$ cat config.mk
export PLATFORM = sky130hd
export DESIGN_NAME = pool_slot_allocator_rotating_hint
export DESIGN_NICKNAME = d
export VERILOG_FILES = /design/src/psarh_pkg.sv /design/src/pool_slot_allocator_rotating_hint.sv
export VERILOG_INCLUDE_DIRS = /design/src /design/src/src
export SDC_FILE = /design/constraint.sdc
export NUM_CORES = 1
export LEC_CHECK = 0
export BUFFER_PORTS_ARGS = -buffer_cell sky130_fd_sc_hd__buf_2
export CAP_MARGIN = 20
export CORE_UTILIZATION = 55
export DETAILED_ROUTE_END_ITERATION = 10
export PLACE_DENSITY = 0.77
export SYNTH_ARGS = -nofsm -noshare
export SYNTH_HDL_FRONTEND = slang
export SYNTH_SLANG_ARGS = --single-unit
$ cat constraint.sdc
create_clock -name clk -period 4.5 [get_ports clk]
set_input_delay 0.9 -clock clk [delete_from_list [all_inputs] [get_ports clk]]
set_output_delay 0.9 -clock clk [all_outputs]
set_load 0.01 [all_outputs]
$ cat src/pool_slot_allocator_rotating_hint_defines.svh
// Assertion macros for the slot pool allocator.
// Needs clk and arst_n in the scope of the module that expands them.
`ifndef POOL_SLOT_ALLOCATOR_ROTATING_HINT_DEFINES_SVH
`define POOL_SLOT_ALLOCATOR_ROTATING_HINT_DEFINES_SVH

// same-cycle implication
`define PSARH_ASSERT_NOW(lbl, ante, cons, msg) \
	lbl: assert property (@(posedge clk) disable iff (!arst_n) (ante) |-> (cons)) \
		else $error(msg);

// next-cycle implication
`define PSARH_ASSERT_NEXT(lbl, ante, cons, msg) \
	lbl: assert property (@(posedge clk) disable iff (!arst_n) (ante) |=> (cons)) \
		else $error(msg);

`endif

$ cat src/psarh_pkg.sv
// Package for the slot pool allocator: transaction structs, command codes
// and parameter defaults. No dependencies.
package psarh_pkg;

	localparam int POOL_SLOTS_DEF = 32;
	localparam int COUNT_BITS_DEF = 32;

	localparam logic CMD_ALLOC = 1'b0;
	localparam logic CMD_FREE  = 1'b1;

	typedef struct packed {
		logic       cmd;
		logic [4:0] slot_to_free;
		logic       release_overflow;
	} req_t;

	typedef struct packed {
		logic [4:0]  granted_slot;
		logic        granted_overflow;
		logic        double_free_error;
		logic [31:0] overflow_live;
		logic [31:0] overflow_peak;
		logic [31:0] overflow_total_allocs;
		logic [31:0] overflow_total_frees;
	} rsp_t;

endpackage

$ cat src/pool_slot_allocator_rotating_hint.sv
// Slot pool allocator with free bitmap, next-fit hint and overflow counters.
// Depends on psarh_pkg and pool_slot_allocator_rotating_hint_defines.svh.
// Free: result strobed in the cycle after start is accepted; the block is ready again at once.
// Allocate: one bitmap slot checked per cycle from the hint while busy, until a
// free one is granted; a full pool grants overflow after an extra peak update.
// Reset: every slot free, hint and all counters zero. done cannot be stalled.
`include "pool_slot_allocator_rotating_hint_defines.svh"

module pool_slot_allocator_rotating_hint #(
	parameter int POOL_SLOTS = psarh_pkg::POOL_SLOTS_DEF,
	parameter int COUNT_BITS = psarh_pkg::COUNT_BITS_DEF
) (
	input  logic             clk,
	input  logic             arst_n,
	input  logic             start,
	output logic             busy,
	input  psarh_pkg::req_t  req,
	output logic             done,
	output psarh_pkg::rsp_t  rsp
);

	localparam int IDX_W = (POOL_SLOTS > 2) ? $clog2(POOL_SLOTS) : 1;
	localparam int CMP_W = ((IDX_W > 5) ? IDX_W : 5) + 1;
	localparam logic [IDX_W-1:0] LAST_IDX = IDX_W'(POOL_SLOTS - 1);
	localparam logic [COUNT_BITS-1:0] CNT_MAX = '1;

	localparam logic [1:0] ST_IDLE = 2'd0;
	localparam logic [1:0] ST_SCAN = 2'd1;
	localparam logic [1:0] ST_PEAK = 2'd2;

	logic [1:0]            state_q;
	logic [POOL_SLOTS-1:0] free_map_q;
	logic [IDX_W-1:0]      hint_q;
	logic [IDX_W-1:0]      idx_q;
	logic [IDX_W-1:0]      cnt_q;
	logic [COUNT_BITS-1:0] live_q;
	logic [COUNT_BITS-1:0] peak_q;
	logic [COUNT_BITS-1:0] alloc_q;
	logic [COUNT_BITS-1:0] frees_q;
	logic                  done_q;
	logic [4:0]            gslot_q;
	logic                  govf_q;
	logic                  dbl_q;

	logic                  accept;
	logic                  slot_ok;
	logic [IDX_W-1:0]      free_idx;
	logic [IDX_W-1:0]      idx_next;

	assign accept   = start && (state_q == ST_IDLE);
	assign slot_ok  = CMP_W'(req.slot_to_free) < CMP_W'(POOL_SLOTS);
	assign free_idx = IDX_W'(req.slot_to_free);
	assign idx_next = (idx_q == LAST_IDX) ? '0 : idx_q + 1'b1;

	always_ff @(posedge clk or negedge arst_n) begin
		if (!arst_n) begin
			state_q    <= ST_IDLE;
			free_map_q <= '1;
			hint_q     <= '0;
			idx_q      <= '0;
			cnt_q      <= '0;
			live_q     <= '0;
			peak_q     <= '0;
			alloc_q    <= '0;
			frees_q    <= '0;
			done_q     <= 1'b0;
		end else begin
			done_q <= 1'b0;
			case (state_q)
				ST_IDLE: begin
					if (accept) begin
						if (req.cmd == psarh_pkg::CMD_ALLOC) begin
							idx_q   <= hint_q;
							cnt_q   <= '0;
							state_q <= ST_SCAN;
						end else begin
							done_q <= 1'b1;
							if (req.release_overflow) begin
								if (live_q != '0) live_q <= live_q - 1'b1;
								if (frees_q != CNT_MAX) frees_q <= frees_q + 1'b1;
							end else if (slot_ok && !free_map_q[free_idx]) begin
								free_map_q[free_idx] <= 1'b1;
							end
						end
					end
				end
				ST_SCAN: begin
					if (free_map_q[idx_q]) begin
						free_map_q[idx_q] <= 1'b0;
						hint_q  <= idx_q;
						done_q  <= 1'b1;
						state_q <= ST_IDLE;
					end else if (cnt_q == LAST_IDX) begin
						if (live_q != CNT_MAX) live_q <= live_q + 1'b1;
						if (alloc_q != CNT_MAX) alloc_q <= alloc_q + 1'b1;
						state_q <= ST_PEAK;
					end else begin
						idx_q <= idx_next;
						cnt_q <= cnt_q + 1'b1;
					end
				end
				ST_PEAK: begin
					if (live_q > peak_q) peak_q <= live_q;
					done_q  <= 1'b1;
					state_q <= ST_IDLE;
				end
				default: state_q <= ST_IDLE;
			endcase
		end
	end

	// result flags and slot index
	always_ff @(posedge clk) begin
		case (state_q)
			ST_IDLE: begin
				gslot_q <= '0;
				govf_q  <= 1'b0;
				dbl_q   <= !req.release_overflow && slot_ok && free_map_q[free_idx];
			end
			ST_SCAN: begin
				gslot_q <= free_map_q[idx_q] ? 5'(idx_q) : 5'd0;
				govf_q  <= !free_map_q[idx_q];
				dbl_q   <= 1'b0;
			end
			default: begin
				gslot_q <= gslot_q;
				govf_q  <= govf_q;
				dbl_q   <= dbl_q;
			end
		endcase
	end

	assign busy = (state_q != ST_IDLE);
	assign done = done_q;

	always_comb begin
		rsp.granted_slot          = gslot_q;
		rsp.granted_overflow      = govf_q;
		rsp.double_free_error     = dbl_q;
		rsp.overflow_live         = 32'(live_q);
		rsp.overflow_peak         = 32'(peak_q);
		rsp.overflow_total_allocs = 32'(alloc_q);
		rsp.overflow_total_frees  = 32'(frees_q);
	end

	`PSARH_ASSERT_NOW(a_done_idle, done, !busy, "result strobed while still busy")
	`PSARH_ASSERT_NEXT(a_alloc_busy, accept && (req.cmd == psarh_pkg::CMD_ALLOC), busy,
		"allocate accepted without starting a scan")
	`PSARH_ASSERT_NOW(a_ovf_full, done && rsp.granted_overflow, free_map_q == '0,
		"overflow granted while a pool slot is free")
	`PSARH_ASSERT_NOW(a_ovf_count, done && rsp.granted_overflow, rsp.overflow_total_allocs != '0,
		"overflow granted without counting it")

endmodule

==> metrics.cfg <==
[clocking]
cts_resized=0
postCtsHoldBufs=0
clock_path_buffers=2
path_clk_slew_ns=0.07
clock-sinks=185
post_cts_buffers=0
cts_tree=yes
clock_latency_ns=0.44
numCtsBuffers=17
h-tree-depth=4
cts-root-buf=clkbuf_16

[synth]
synth_ff_type=dfrtp_1
synth_largest_area_cell=dfrtp_1
ys_ff_latch=185
yosys.area.top_type_share_pct=34.1
synth_area_leaders=dfrtp_1 (34%), ha_1 (8.3%), dfstp_2 (7.8%)
synthSimpleGateAreaFrac_pct=15.5
syn_nets=1141
synth_edf_count=7
synthMuxAreaShare_pct=7.24
synth-compound-area-share_pct=14.0
synth.avg_cell_area_um2=10.1
synthXorXnorAreaFrac_pct=7.52
yosys_warnings=0
syn-cell-area_mm2=0.0107
yosysUniqueCellTypes=65
ys_seq_area_share_pct=43.9
synth-adder-area-share_pct=8.48
async_flop_share_pct=96.2
synth_top_family_by_area=simple AND/OR/NAND/NOR gates
syn_inst=1059

[setup_path]
end_kind=flop
startpoint_type=flop
path_max_fanout=59
crit_required_ns=4.83
reg2reg_depth=9
path_class=reg -> reg
critPathArrivalTime_ns=4.17
path_cells=buf_4 -> mux2i_1 -> o22ai_1 -> o21a_1 -> or4b_1 -> nor2_2 -> nand2_1 -> and2_2 -> mux2_2
crit_slowest_cell=dfrtp_1
max_stage_delay_ns=0.76

[sta]
period_needed_ns=3.85
slew_viol_final=0
post-route-period-util_pct=85.5
fmax_ghz=0.260
worst_pin_slew_ns=0.977
setup_viol=0
grt_setup_unrepaired=false
setup_tns_ns=0
fin_skew_ns=0.00804
finalHoldViolations=0
slew_headroom_pct=34.8

[grt]
grt-ovfl-total=0
antenna_found_initial=2
grt_pass1_wl_um=42800
gr-usage-all-layers_pct=27.1
grt_pass1_vias=8430
grt_max_degree=71

[final_layout]
layout.area.seq_mm2=0.00470
final_nets=1285
multi_input_area_mm2=0.00566
area_growth_pct=14.8
drive_above_1_share_pct=23.4
fill_cells=1549
final_area_mm2=0.0123

[placement]
dpl.hpwl_um=18800
gp_congestion=0.933
post_dp_cell_area_mm2=0.0117
io_buffer_count=146

[min_path]
hold_class=in -> async

[drt]
vias=8853
wl_per_cell_um=17.8
firstDrtPassIters=5
drtIter0Drc=727
drc=0
viasPerCell=5.99
final_antenna_net_count=0
drt-total-wl_um=26400

[pwr]
swShare_pct=43.3
power.internal_mw=4.45
ir_drop_mv=0.374
power.switching_mw=3.40
pwr-share-comb_pct=49.2
p_leak_nw=6.05
sequentialPowerShare_pct=31.7
power_density_mw_per_mm2=638
pwr-share-clk_pct=19.1

[die]
core.rowCount=50
io_pins=147
start_util_pct=56.7
fp.dieH_um=142
die_area_mm2=0.0200
fp.dieW_um=142
core_mm2=0.0189

[job]
cap_violations=0

[status]
status=finished clean

cell usage in the layout (no fill, tap or decap), types with 16 or more instances in the layout:
cell type and n:
inv_1 57, xor2_1 48, nor4_1 20, ha_1 71, a21o_1 29, buf_2 145, dfstp_2 32, clkbuf_16 17
nor3_1 16, nand3_1 37, nand4_1 31, nand2_1 85, nor2_1 38, mux2_2 36, a21oi_1 34, and3_1 20
xnor2_1 44, mux2i_1 19, dfrtp_1 146, o21ai_0 113
power by group through the flow:
stage          logic, mW  registers (mW)  clock network [mW]
3_3_place_gp        3.67            2.50                   0
2_1_floorplan       2.85            2.38                   0
6_report            3.86            2.48                1.50
3_5_place_dp        3.77            2.50                   0
4_1_cts             3.82            2.47                1.52
5_1_grt             4.30            2.53                1.57
kinds of logic (layout without fill, tap and decap cells):
kind of cell	Yosys count	in the layout
AND/OR/NAND/NOR	312	312
AO/OA/AOI/OAI	247	247
flip-flops	185	185
XOR/XNOR	92	92
buffers and inverters	88	245
adder cells (fa/ha/maj)	72	72
multiplexers	63	63
other	0	1
synthesized netlist by cell type, types with 32 or more instances:
| master | number |
|---|---|
| a21oi_1 | 34 |
| ha_1 | 71 |
| o21ai_0 | 113 |
| nand3_1 | 37 |
| nor2_1 | 38 |
| mux2_2 | 36 |
| inv_1 | 57 |
| dfstp_2 | 32 |
| dfrtp_1 | 146 |
| xor2_1 | 48 |
| xnor2_1 | 44 |
| nand2_1 | 85 |
layout make-up:
class	instances	area share (%)
Inverter	58	1.77
Clock buffer	17	3.46
Sequential cell	185	38.3
Clock inverter	15	1.25
Multi-Input combinational cell	786	46.1
Tap cell	260	2.65
Antenna cell	1	0.0203
Timing Repair Buffer	155	6.54
critical path: cells and delay by family, from the launching register on:
| family | cells | cell delay [ns] |
|---|---|---|
| compound gates | 2 | 0.28 |
| buf+inv | 1 | 0.33 |
| flops | 1 | 0.76 |
| mux | 2 | 0.68 |
| simple gates | 4 | 1.67 |
worst paths after layout:
check | from | to | slack [ns]
max | idx_q[0]$_DFFE_PN0P_ | live_q[12]$_DFFE_PN0P_ | 0.65
min | arst_n | alloc_q[28]$_DFFE_PN0P_ | 0.46
max reg2reg | idx_q[0]$_DFFE_PN0P_ | live_q[12]$_DFFE_PN0P_ | 0.65
min reg2reg | hint_q[0]$_DFFE_PN0P_ | hint_q[0]$_DFFE_PN0P_ | 0.48
max in group asynchronous | arst_n | live_q[25]$_DFFE_PN0P_ | 2.99
min in group clk | hint_q[0]$_DFFE_PN0P_ | hint_q[0]$_DFFE_PN0P_ | 0.48
routing by layer:
layer / vias to the layer above / wire length (um) / track usage (%)
li1: 4128 / - / -
met1: 4325 / 11500 / 36.5
met2: 336 / 12600 / 43.6
met3: 62 / 1590 / 4.45
met4: 2 / 646 / 11.0
met5: - / 12 / 0
flip-flops by register name, indices dropped and copies added (netlist names):
name and count:
alloc_q 32, frees_q 32, done 1, peak_q 32, govf_q 1, state_q 2, cnt_q 5, hint_q 5
gslot_q 5, live_q 32, idx_q 5, dbl_q 1, free_map_q 32
stage by stage:
step | setup slack, ns | instances | hold WS, ns | util, % | power, mW
after floorplan | 0.831 | 1059 | 0.449 | - | 5.23
after global placement | 0.819 | 1443 | 0.464 | 62.0 | 6.17
after detailed placement | 0.729 | 1443 | 0.466 | 62.0 | 6.26
after CTS | 0.724 | 1475 | 0.481 | 65.0 | 7.81
after global routing | 0.281 | 1477 | 0.505 | 65.1 | 8.40
final | 0.651 | 1477 | 0.462 | 65.1 | 7.85
Note: power is estimated with default switching activity, not from simulation.
